<file path="src/spectrum_band_bar_meter_assert.svh">
// assertion macros for the spectrum band bar meter
`ifndef SPECTRUM_BAND_BAR_METER_ASSERT_SVH
`define SPECTRUM_BAND_BAR_METER_ASSERT_SVH

// same-cycle implication, sampled on clk, off while rst is high
`define SBBM_ASSERT_NOW(lbl, ante, cons, msg) \
  lbl: assert property (@(posedge clk) disable iff (rst) (ante) |-> (cons)) else $error(msg);

// next-cycle implication, sampled on clk, off while rst is high
`define SBBM_ASSERT_NEXT(lbl, ante, cons, msg) \
  lbl: assert property (@(posedge clk) disable iff (rst) (ante) |=> (cons)) else $error(msg);

`endif

</file>
<file path="src/sbbm_pkg.sv">
// shared types and constants for the spectrum band bar meter
`timescale 1ns / 1ps

package sbbm_pkg;

  localparam int BAND_COUNT     = 16;
  localparam int BAND_W         = 4;
  localparam int EDGE_COUNT     = 15;
  localparam int BIN_W          = 8;
  localparam int MAG_W          = 22;
  localparam int SUM_W          = 32;
  localparam int DIVISOR_W      = 16;
  localparam int HEIGHT_W       = 8;
  localparam int FFT_POINTS_DEF = 512;
  localparam int FIFO_DEPTH_DEF = 4;

  localparam logic [BIN_W-1:0]     LOW_BIN       = 8'd2;
  localparam logic [DIVISOR_W-1:0] DIVISOR_RESET = 16'd1000;
  localparam logic [HEIGHT_W-1:0]  BAR_TOP_RESET = 8'd48;

  typedef logic [8:0] edge_t;

  // upper bin edge of each band but the last
  localparam edge_t BAND_EDGE [EDGE_COUNT] = '{
    9'd2, 9'd3, 9'd5, 9'd7, 9'd9, 9'd13, 9'd18, 9'd25,
    9'd36, 9'd50, 9'd69, 9'd97, 9'd135, 9'd189, 9'd264
  };

  typedef enum logic {
    REG_SENSITIVITY = 1'b0,
    REG_BAR_TOP     = 1'b1
  } cfg_reg_t;

  typedef struct packed {
    logic              add_en;
    logic [BAND_W-1:0] band;
    logic [MAG_W-1:0]  mag;
    logic              last;
  } bin_entry_t;

  typedef struct packed {
    logic                 start;
    logic [SUM_W-1:0]     dividend;
    logic [DIVISOR_W-1:0] divisor;
  } div_req_t;

  typedef struct packed {
    logic             done;
    logic [SUM_W-1:0] quotient;
  } div_rsp_t;

endpackage

</file>
<file path="src/sbbm_front.sv">
// front end: takes a bin, picks its band and queues it
`timescale 1ns / 1ps

module sbbm_front import sbbm_pkg::*; #(
  parameter int FFT_POINTS = FFT_POINTS_DEF
) (
  input  logic              start,
  input  logic [BIN_W-1:0]  bin_index,
  input  logic [MAG_W-1:0]  magnitude,
  input  logic              frame_end,
  input  logic              fifo_full,
  output logic              push,
  output bin_entry_t        entry
);

  logic [EDGE_COUNT-1:0] above_edge;
  logic                  in_range;

  // band number is the count of edges the bin lies above
  always_comb begin
    for (int i = 0; i < EDGE_COUNT; i++) begin
      above_edge[i] = {1'b0, bin_index} > BAND_EDGE[i];
    end
  end

  assign in_range = (bin_index >= LOW_BIN) &&
                    (32'(bin_index) < 32'(FFT_POINTS / 2));

  assign push         = start && !fifo_full;
  assign entry.add_en = in_range;
  assign entry.band   = BAND_W'($countones(above_edge));
  assign entry.mag    = magnitude;
  assign entry.last   = frame_end;

endmodule

</file>
<file path="src/sbbm_fifo.sv">
// short queue between front and back
`timescale 1ns / 1ps

module sbbm_fifo import sbbm_pkg::*; #(
  parameter int DEPTH = FIFO_DEPTH_DEF
) (
  input  logic       clk,
  input  logic       rst,
  input  logic       push,
  input  bin_entry_t push_data,
  input  logic       pop,
  output bin_entry_t head,
  output logic       empty,
  output logic       full
);

  localparam int PTR_W = (DEPTH > 1) ? $clog2(DEPTH) : 1;
  localparam int CNT_W = $clog2(DEPTH + 1);

  bin_entry_t       slots [DEPTH];
  logic [PTR_W-1:0] wr_ptr;
  logic [PTR_W-1:0] rd_ptr;
  logic [CNT_W-1:0] count;

  assign empty = (count == '0);
  assign full  = (count == CNT_W'(DEPTH));
  assign head  = slots[rd_ptr];

  always_ff @(posedge clk) begin
    if (push) begin
      slots[wr_ptr] <= push_data;
    end
  end

  always_ff @(posedge clk) begin
    if (rst) begin
      wr_ptr <= '0;
      rd_ptr <= '0;
      count  <= '0;
    end else begin
      if (push) begin
        wr_ptr <= (wr_ptr == PTR_W'(DEPTH - 1)) ? '0 : wr_ptr + 1'b1;
      end
      if (pop) begin
        rd_ptr <= (rd_ptr == PTR_W'(DEPTH - 1)) ? '0 : rd_ptr + 1'b1;
      end
      if (push && !pop) begin
        count <= count + 1'b1;
      end else if (pop && !push) begin
        count <= count - 1'b1;
      end
    end
  end

endmodule

</file>
<file path="src/sbbm_div.sv">
// restoring divider, one quotient bit per cycle
`timescale 1ns / 1ps

module sbbm_div import sbbm_pkg::*; (
  input  logic     clk,
  input  logic     rst,
  input  div_req_t req,
  output div_rsp_t rsp
);

  localparam int CNT_W = $clog2(SUM_W);

  logic                 running;
  logic                 done;
  logic [CNT_W-1:0]     step;
  logic [SUM_W-1:0]     quo;
  logic [DIVISOR_W-1:0] rem;
  logic [DIVISOR_W-1:0] dvs;
  logic [DIVISOR_W:0]   shifted;
  logic [DIVISOR_W:0]   diff;
  logic                 fits;

  assign shifted = {rem, quo[SUM_W-1]};
  assign diff    = shifted - {1'b0, dvs};
  // zero divisor always fits, giving an all-ones quotient
  assign fits    = shifted >= {1'b0, dvs};

  always_ff @(posedge clk) begin
    if (req.start) begin
      quo <= req.dividend;
      rem <= '0;
      dvs <= req.divisor;
    end else if (running) begin
      rem <= fits ? diff[DIVISOR_W-1:0] : shifted[DIVISOR_W-1:0];
      quo <= {quo[SUM_W-2:0], fits};
    end
  end

  always_ff @(posedge clk) begin
    if (rst) begin
      running <= 1'b0;
      done    <= 1'b0;
      step    <= '0;
    end else begin
      done <= 1'b0;
      if (req.start) begin
        running <= 1'b1;
        step    <= '0;
      end else if (running) begin
        step <= step + 1'b1;
        if (step == CNT_W'(SUM_W - 1)) begin
          running <= 1'b0;
          done    <= 1'b1;
        end
      end
    end
  end

  assign rsp.done     = done;
  assign rsp.quotient = quo;

endmodule

</file>
<file path="src/sbbm_back.sv">
// back end: band sums, frame-end band walk, heights and peaks
`timescale 1ns / 1ps

module sbbm_back import sbbm_pkg::*; (
  input  logic                 clk,
  input  logic                 rst,
  input  bin_entry_t           head,
  input  logic                 fifo_empty,
  output logic                 pop,
  input  logic [DIVISOR_W-1:0] sensitivity_divisor,
  input  logic [HEIGHT_W-1:0]  bar_top,
  output div_req_t             div_req,
  input  div_rsp_t             div_rsp,
  output logic                 strobe,
  output logic [BAND_W-1:0]    band_number,
  output logic [HEIGHT_W-1:0]  bar_height,
  output logic [HEIGHT_W-1:0]  peak_height,
  output logic                 last_band
);

  typedef enum logic [3:0] {
    S_IDLE = 4'b0001,
    S_LOAD = 4'b0010,
    S_WAIT = 4'b0100,
    S_EMIT = 4'b1000
  } back_state_t;

  back_state_t          state;
  logic [SUM_W-1:0]     sums   [BAND_COUNT];
  logic [HEIGHT_W-1:0]  priors [BAND_COUNT];
  logic [HEIGHT_W-1:0]  peaks  [BAND_COUNT];
  logic [BAND_W-1:0]    band_cnt;

  logic [BAND_W-1:0]    addr;
  logic [SUM_W-1:0]     sum_rd;
  logic [SUM_W:0]       sum_add;
  logic [SUM_W-1:0]     sum_sat;
  logic [HEIGHT_W-1:0]  raw;
  logic [HEIGHT_W:0]    avg_sum;
  logic [HEIGHT_W-1:0]  height_next;
  logic [HEIGHT_W-1:0]  peak_cur;
  logic [HEIGHT_W-1:0]  peak_next;
  logic                 walk_last;

  // one read port on the sums: queue head when idle, walk counter otherwise
  assign addr    = (state == S_IDLE) ? head.band : band_cnt;
  assign sum_rd  = sums[addr];
  assign sum_add = {1'b0, sum_rd} + (SUM_W + 1)'(head.mag);
  assign sum_sat = sum_add[SUM_W] ? '1 : sum_add[SUM_W-1:0];

  assign pop = (state == S_IDLE) && !fifo_empty;

  assign div_req.start    = (state == S_LOAD);
  assign div_req.dividend = sum_rd;
  assign div_req.divisor  = sensitivity_divisor;

  assign raw         = (div_rsp.quotient > SUM_W'(bar_top)) ? bar_top
                                                             : div_rsp.quotient[HEIGHT_W-1:0];
  assign avg_sum     = {1'b0, priors[band_cnt]} + {1'b0, raw};
  assign height_next = avg_sum[HEIGHT_W:1];
  assign peak_cur    = peaks[band_cnt];
  assign peak_next   = (height_next > peak_cur)
                       ? ((height_next < bar_top) ? height_next : bar_top)
                       : peak_cur;
  assign walk_last   = (band_cnt == BAND_W'(BAND_COUNT - 1));

  always_ff @(posedge clk) begin
    if (rst) begin
      state    <= S_IDLE;
      band_cnt <= '0;
      strobe   <= 1'b0;
      for (int i = 0; i < BAND_COUNT; i++) begin
        sums[i]   <= '0;
        priors[i] <= '0;
        peaks[i]  <= '0;
      end
    end else begin
      strobe <= 1'b0;
      case (state)
        S_IDLE: begin
          if (pop) begin
            if (head.add_en) begin
              sums[addr] <= sum_sat;
            end
            if (head.last) begin
              band_cnt <= '0;
              state    <= S_LOAD;
            end
          end
        end
        S_LOAD: begin
          state <= S_WAIT;
        end
        S_WAIT: begin
          if (div_rsp.done) begin
            state <= S_EMIT;
          end
        end
        S_EMIT: begin
          sums[addr]       <= '0;
          priors[band_cnt] <= height_next;
          peaks[band_cnt]  <= peak_next;
          strobe           <= 1'b1;
          band_cnt         <= band_cnt + 1'b1;
          state            <= walk_last ? S_IDLE : S_LOAD;
        end
        default: begin
          state <= S_IDLE;
        end
      endcase
    end
  end

  always_ff @(posedge clk) begin
    if (state == S_EMIT) begin
      band_number <= band_cnt;
      bar_height  <= height_next;
      peak_height <= peak_next;
      last_band   <= walk_last;
    end
  end

endmodule

</file>
<file path="src/spectrum_band_bar_meter.sv">
// top level of the spectrum band bar meter with peak hold
//
//   channel  | signals                                    | flow
//   ---------+--------------------------------------------+--------------------------
//   bin in   | start, busy, bin_index, magnitude,         | taken when start & !busy
//            | frame_end                                  |
//   bar out  | strobe, band_number, bar_height,           | one cycle per transaction,
//            | peak_height, last_band                     | no back-pressure
//   config   | cfg_valid, cfg_ready, cfg_index, cfg_data  | taken when valid & ready
//
// bins are taken one per cycle while the queue has room; the back end drains
// one plain bin per cycle while idle, not during a band walk. a frame end runs
// a band walk through the shared divider, one band at a time.
// busy rises only while the queue is full. reset clears sums, heights, peaks
// and the queue and restores the config registers.
`timescale 1ns / 1ps

module spectrum_band_bar_meter import sbbm_pkg::*; #(
  parameter int FFT_POINTS = FFT_POINTS_DEF,
  parameter int FIFO_DEPTH = FIFO_DEPTH_DEF
) (
  input  logic                 clk,
  input  logic                 rst,
  input  logic                 start,
  output logic                 busy,
  input  logic [BIN_W-1:0]     bin_index,
  input  logic [MAG_W-1:0]     magnitude,
  input  logic                 frame_end,
  output logic                 strobe,
  output logic [BAND_W-1:0]    band_number,
  output logic [HEIGHT_W-1:0]  bar_height,
  output logic [HEIGHT_W-1:0]  peak_height,
  output logic                 last_band,
  input  logic                 cfg_valid,
  output logic                 cfg_ready,
  input  logic                 cfg_index,
  input  logic [DIVISOR_W-1:0] cfg_data
);

`include "spectrum_band_bar_meter_assert.svh"

  logic [DIVISOR_W-1:0] sensitivity_divisor;
  logic [HEIGHT_W-1:0]  bar_top;
  logic                 push;
  bin_entry_t           push_entry;
  bin_entry_t           head;
  logic                 fifo_empty;
  logic                 fifo_full;
  logic                 pop;
  div_req_t             div_req;
  div_rsp_t             div_rsp;

  assign cfg_ready = 1'b1;
  assign busy      = fifo_full;

  always_ff @(posedge clk) begin
    if (rst) begin
      sensitivity_divisor <= DIVISOR_RESET;
      bar_top             <= BAR_TOP_RESET;
    end else if (cfg_valid && cfg_ready) begin
      case (cfg_reg_t'(cfg_index))
        REG_SENSITIVITY: sensitivity_divisor <= cfg_data;
        REG_BAR_TOP:     bar_top             <= cfg_data[HEIGHT_W-1:0];
        default: ;
      endcase
    end
  end

  sbbm_front #(
    .FFT_POINTS (FFT_POINTS)
  ) u_front (
    .start     (start),
    .bin_index (bin_index),
    .magnitude (magnitude),
    .frame_end (frame_end),
    .fifo_full (fifo_full),
    .push      (push),
    .entry     (push_entry)
  );

  sbbm_fifo #(
    .DEPTH (FIFO_DEPTH)
  ) u_fifo (
    .clk       (clk),
    .rst       (rst),
    .push      (push),
    .push_data (push_entry),
    .pop       (pop),
    .head      (head),
    .empty     (fifo_empty),
    .full      (fifo_full)
  );

  sbbm_div u_div (
    .clk (clk),
    .rst (rst),
    .req (div_req),
    .rsp (div_rsp)
  );

  sbbm_back u_back (
    .clk                 (clk),
    .rst                 (rst),
    .head                (head),
    .fifo_empty          (fifo_empty),
    .pop                 (pop),
    .sensitivity_divisor (sensitivity_divisor),
    .bar_top             (bar_top),
    .div_req             (div_req),
    .div_rsp             (div_rsp),
    .strobe              (strobe),
    .band_number         (band_number),
    .bar_height          (bar_height),
    .peak_height         (peak_height),
    .last_band           (last_band)
  );

  // the queue must never be written while full
  `SBBM_ASSERT_NOW(a_no_push_full, push, !fifo_full, "push into full queue")
  // the final-band flag belongs to the top band only
  `SBBM_ASSERT_NOW(a_last_band_num, strobe && last_band,
                   band_number == BAND_W'(BAND_COUNT - 1), "last band flag on wrong band")
  // every band waits on the divider, so results never come back to back
  `SBBM_ASSERT_NEXT(a_strobe_gap, strobe, !strobe, "results on consecutive cycles")

endmodule
</file>
<file path="config.mk">
export PLATFORM = sky130hd
export DESIGN_NAME = spectrum_band_bar_meter
export DESIGN_NICKNAME = d
export VERILOG_FILES = /design/src/sbbm_pkg.sv /design/src/sbbm_front.sv /design/src/sbbm_fifo.sv /design/src/sbbm_div.sv /design/src/sbbm_back.sv /design/src/spectrum_band_bar_meter.sv
export VERILOG_INCLUDE_DIRS = /design/src /design/src/src
export SDC_FILE = /design/constraint.sdc
export NUM_CORES = 2
export LEC_CHECK = 0
export ABC_AREA = 1
export BUFFER_PORTS_ARGS = -buffer_cell sky130_fd_sc_hd__buf_2
export CORE_ASPECT_RATIO = 1.2
export CORE_UTILIZATION = 60
export DETAILED_ROUTE_END_ITERATION = 16
export GPL_ROUTABILITY_DRIVEN = 0
export PLACE_DENSITY = 0.77
export SETUP_SLACK_MARGIN = 0.15
export SYNTH_ARGS = -nofsm -noshare
export SYNTH_HDL_FRONTEND = slang
export SYNTH_SLANG_ARGS = --single-unit
</file>
<file path="constraint.sdc">
create_clock -name clk -period 17.1 [get_ports clk]
set_input_delay 3.42 -clock clk [delete_from_list [all_inputs] [get_ports clk]]
set_output_delay 3.42 -clock clk [all_outputs]
set_load 0.01 [all_outputs]
</file>
After elaboration in Yosys (flattened, before gate mapping)
Memories as Yosys holds them, arrays and structs flattened. A register that Yosys moved wholly into a read port is not among the register bits.
Index checks and enable logic that the tools add are counted.
{"block": "word_totals", "ff_bits": 132, "latchBits": 0, "mem_bits_rw": 880, "romBits": 0, "word_cells": 153, "n_memories": 4}
{"block": "op_classes", "addsub": 23, "n_mul": 0, "n_div": 0, "n_lt_le_gt_ge": 20, "eq_ne": 12, "shift": 0, "muxes": 52, "bitwise": 3, "n_reduce_logical": 21}
{"name": "u_back.sums", "depth": 16, "width": 32, "read_ports": 1, "rd_clocked_by_memory_dff": 0, "write_ports": 16, "line": "sbbm_back.sv:29", "text": "logic [SUM_W-1:0] sums [BAND_COUNT];"}
{"name": "u_back.peaks", "depth": 16, "width": 8, "read_ports": 1, "rd_clocked_by_memory_dff": 1, "write_ports": 16, "line": "sbbm_back.sv:31", "text": "logic [HEIGHT_W-1:0] peaks [BAND_COUNT];"}
{"name": "u_back.priors", "depth": 16, "width": 8, "read_ports": 1, "rd_clocked_by_memory_dff": 1, "write_ports": 16, "line": "sbbm_back.sv:30", "text": "logic [HEIGHT_W-1:0] priors [BAND_COUNT];"}
{"name": "u_fifo.slots", "depth": 4, "width": 28, "read_ports": 1, "rd_clocked_by_memory_dff": 1, "write_ports": 1, "line": "sbbm_fifo.sv:20", "text": "bin_entry_t slots [DEPTH];"}
{"op": "$mux W32", "count": 5}
{"op": "$mux W4", "count": 13}
{"op": "$mux W8", "count": 5}
{"op": "$add A32 B22 Y33", "count": 1}
{"op": "$gt A32 B8 Y1", "count": 1}
{"op": "$reduce_or A32 Y1", "count": 1}
{"op": "$mux W1", "count": 19}
{"op": "$ge A17 B16 Y1", "count": 1}
{"op": "$gt A8 B2 Y1 const B", "count": 2}
{"op": "$gt A8 B3 Y1 const B", "count": 2}
{"op": "$gt A8 B4 Y1 const B", "count": 2}
{"op": "$gt A8 B5 Y1 const B", "count": 2}
{"op": "$gt A8 B6 Y1 const B", "count": 2}
{"op": "$gt A8 B7 Y1 const B", "count": 2}
{"op": "$gt A8 B8 Y1 const B", "count": 2}
{"op": "$mux W16", "count": 1}
{"op": "$pmux W4 S4", "count": 1}
{"op": "$reduce_or A8 Y1", "count": 2}
{"op": "$sub A16 B16 Y16", "count": 1}
{"op": "$add A1 B1 Y2", "count": 7}
{"op": "$add A4 B4 Y4", "count": 3}
{"op": "$mux W2", "count": 5}
{"op": "$add A2 B2 Y3", "count": 3}
{"op": "$add A8 B8 Y9", "count": 1}
{"op": "other kinds (30)", "count": 47}

Logic depth before layout (Yosys ltp)
{"block": "depth", "word_depth": 10, "depth_mapped": 33, "mapped_depth_nobuf": 30}

Cells and area by module
From an unflattened synthesis, not the netlist that was laid out.
{"block": "unflattened", "hier_cells": 4764, "hier_area_um2": 48920.7}
{"mod": "sbbm_back", "instances": 1, "cells_each": 3675, "area_per_inst_um2": 38505.7, "seq_area_each_um2": 23953.0}
{"mod": "sbbm_fifo", "instances": 1, "cells_each": 330, "area_per_inst_um2": 4614.4, "seq_area_each_um2": 3543.4}
{"mod": "sbbm_div", "instances": 1, "cells_each": 515, "area_per_inst_um2": 4087.7, "seq_area_each_um2": 1901.8}
{"mod": "spectrum_band_bar_meter", "instances": 1, "cells_each": 130, "area_per_inst_um2": 943.4, "seq_area_each_um2": 480.5}
{"mod": "sbbm_front", "instances": 1, "cells_each": 114, "area_per_inst_um2": 769.5, "seq_area_each_um2": 0.0}

Least setup slack after synthesis
Ideal clock, no wire load.
{"block": "synth_timing", "kind": "input to register", "from": "input port bin_index[6]", "to": "memory u_fifo.slots[0][26] (netlist name), data pin", "arrival_ns": 7.105, "required_ns": 16.826, "path_slack_ns": 9.721, "stages": 16, "n_path_buf": 0, "path_cell_list": "nor2_1 > inv_1 > nor2_1 > o211ai_1 > fa_1 > ha_1 > ha_1 > inv_1 > fa_1 > inv_1 > fa_1 > ha_1 > inv_1 > fa_1 > xnor2_1 > xor2_1"}
{"item": "start: declaration", "line": "spectrum_band_bar_meter.sv:26", "text": "input logic [BIN_W-1:0] bin_index,"}
{"item": "end: declaration", "line": "sbbm_fifo.sv:20"}

==> summary.txt <==
Run status
  • Outcome: finished, violations left
  • Failing checks: DRC

CTS
  • H-tree levels: 3
  • CTS tree: done
  • Quantity of gates resized following cts: 0
  • Clock Sinks: 1,018
  • Root buf cell: clkbuf_16
  • CTS max path bufs: 3
  • Worst-path clk slew: 0.06 ns
  • Hold buffers post-CTS: 0
  • CTS Buf Count: 98
  • Setup Fix Bufs, Post-CTS: 0
  • Clock Latency Late Sink: 0.68 ns

STA
  • Final worst slack: 9.39 ns
  • Clock Skews: 0.0301 ns
  • Final setup fails: 0
  • Max-slew violations: 0
  • F_max: 130 MHz
  • Setup TNS: 0 ns
  • Hold_ws: 0.425 ns
  • RSZ-0062 raised after global routing: false
  • Slew margin rel.: 16.0%
  • Tmin final: 7.71 ns
  • Final worst-path cycle share: 45.1%
  • Hold Vio Cnt, Final: 0
  • Actual slew at the worst max-slew pin: 1.25 ns

Global route
  • Overflow after GRT: 0
  • GRT Util Overall: 32.9%
  • Largest net degree at the start of global routing: 88
  • Number of global-route vias before repair: 33.8k
  • Initial antenna violation count: 1
  • Global-route wire length before repair: 201,000 um

Worst setup path
  • CP max FO: 77
  • Startpoint Class: flip-flop
  • Setup CP Type: flip-flop to flip-flop
  • WP data arrival: 8.10 ns
  • Worst EP required: 17.50 ns
  • CP Capture Type: flip-flop

Yosys
  • Fraction of the mapped netlist area in simple logic gates: 19.4%
  • Largest cells by area after synthesis: edfxtp_1 59%, nand2_1 5.9%, nor2_1 5.6%
  • Number of flops mapped to enable cells by yosys: 949
  • Most frequent cell after synthesis: edfxtp_1
  • Ys Warns: 0
  • Register area share after synthesis: 61.8%
  • Post-synth top cells: 949 x edfxtp_1, 766 x nand2_1, 721 x nor2_1, 388 x nand3_1, 254 x inv_1
  • Xor-xnor portion of the synthesized cell area: 0.779%
  • Synth top area share: 58.9%
  • Largest family of logic cells by synthesized area: simple AND/OR/NAND/NOR gates
  • Syn avg cell area: 10.4 um^2
  • Adder-Cell Fraction of Synth Area: 2.85%
  • Net count after synthesis: 4,806
  • FFs w/ async S/R, synth: 0%
  • Synthesized area: 48,400 um^2
  • Multiplexer share of the synthesized area: 1.24%
  • Synth Area in Compound Gates: 8.64%
  • Yosys cell types: 59
  • Cells after Synth: 4,651
  • Post-synth top flop: edfxtp_1
  • Flop and latch count out of synthesis: 1,018
  • Synth area leader: edfxtp_1

Detailed routing
  • Router iterations before antenna repair: 13
  • Total number of vias: 35.6k
  • DRC: 3
  • Wirelength per Cell: 23.7 um
  • Routed Antenna Nets: 0
  • Number of vias per cell: 6.25
  • DRT Wirelength: 135,000 um
  • Drt initial violations: 4,682

Final layout
  • Area Growth Syn to Fin: 8.28%
  • Number of nets in the layout: 4,745
  • Footprint of the multi-input gates: 16,100 um^2
  • Share of cells above drive strength 1: 12.4%
  • Register Area: 29,900 um^2
  • FILL cells: 6,005
  • Ant. Diodes: 0
  • Fin area: 52,400 um^2

Die
  • Initial Util: 60.9%
  • I/O pin total: 76
  • Area of the die: 81,700 um^2
  • Core area: 79,500 um^2
  • Die Y: 313 um
  • Row count: 113
  • Die width: 261 um

Job
  • Max-cap violations: 0

Placed design
  • Area after DPL: 49,200 um^2
  • Port Buf Inserts: 74
  • HPWL after DPL: 75,900 um
  • Dpl ws: 9.26 ns

Hold path
  • Hold Path Class: flip-flop to flip-flop
## through the flow
step                instances  util, %
finish                   5700     65.9
floorplan                4651        -
detailed placement       5525     62.0
global placement         5525     62.0
CTS                      5700     65.9
global route             5700     65.9
## state kept, by name (all words and copies together) (netlist names), 16 cells and up, named ones only
register	count
u_fifo.slots	112
u_back.sums	512
u_div.dvs	16
sensitivity_divisor	16
u_back.peaks	128
u_back.priors	128
u_div.rem	16
u_div.quo	32
## critical path, stage by stage (launching register included)
cell      delay, ns
dfxtp_1        0.30
buf_4          0.44
inv_2          0.04
buf_4          0.33
o21ai_0        0.23
nand2_1        0.13
o21ai_4        0.22
buf_4          0.69
buf_4          0.76
buf_4          0.82
nand3_1        0.18
nand3_1        0.15
nand2_1        0.06
nand4_1        0.20
ha_1           0.31
a21oi_1        0.17
a21boi_0       0.54
o21ai_0        0.24
a21oi_1        0.26
inv_1          0.07
nand2_1        0.06
o211ai_1       0.12
a21oi_1        0.19
xor2_1         0.17
nand2_1        0.07
nand2_1        0.42
nor2_1         0.09
## final cells by class
class | count | area share [%]
clock buffer | 125 | 4.96
inverter | 283 | 2.04
multi-input combinational | 3041 | 30.7
sequential | 1018 | 57.1
timing repair buffer | 148 | 1.77
clock inverter | 50 | 1.01
tap | 1035 | 2.47
## placed cells by master, fill, tap and decap left out, drive strengths merged, types with 2 or more instances in the layout
cell type  Yosys  layout
xnor2         20      20
nand4         35      35
xor2          23      23
inv          266     270
o2111ai        3       3
a211oi         4       4
a32o           2       2
o22ai         24      24
dfxtp         69      69
nor3          22      22
edfxtp       949     949
o21a           5       5
nor2         929     929
clkbuf       203     125
a31oi          3       3
mux2i         60      60
o221ai         2       2
clkinvlp       0       5
nand2        773     773
o21ai        269     269
or2            3       3
bufinv         0      10
a21oi        165     165
fa            12      12
o211ai        89      89
a21boi         4       4
ha            91      91
a22oi         88      88
buf          106     148
nor3b          2       2
clkinv        17      48
nor4           7       7
nand3        391     391
o31ai          5       5
## cell families (layout without fill, tap and decap cells)
| kind of cell | Yosys count | count (layout) |
|---|---|---|
| simple gates | 2165 | 2165 |
| fa+ha+maj | 103 | 103 |
| xor+xnor | 43 | 43 |
| mux | 60 | 60 |
| flops | 1018 | 1018 |
| compound gates | 669 | 669 |
| other cells | 1 | 1 |
| buf+inv | 592 | 606 |
## worst paths after layout
check	start	to	slack, ns	cells past startpoint
min	sensitivity_divisor[14]	u_div.dvs[14]	0.43	0
max	flip-flop	u_back.sums[6][20]	9.39	26
min reg2reg	sensitivity_divisor[14]	u_div.dvs[14]	0.43	0
max reg2reg	flip-flop	u_back.sums[6][20]	9.39	26
## metal layers
layer / part of all wire [%] / global-route usage [%] / vias up
li1: - / - / 15900
met1: 35 / 41.8 / 16900
met2: 47 / 52.8 / 2258
met3: 11 / 5.34 / 502
met4: 6.7 / 20.3 / 2
met5: 0.013 / 0 / -
Power is left out: the tool's default activity adds up to more than one toggle a clock period on the data nets, which glitch-free logic cannot reach.
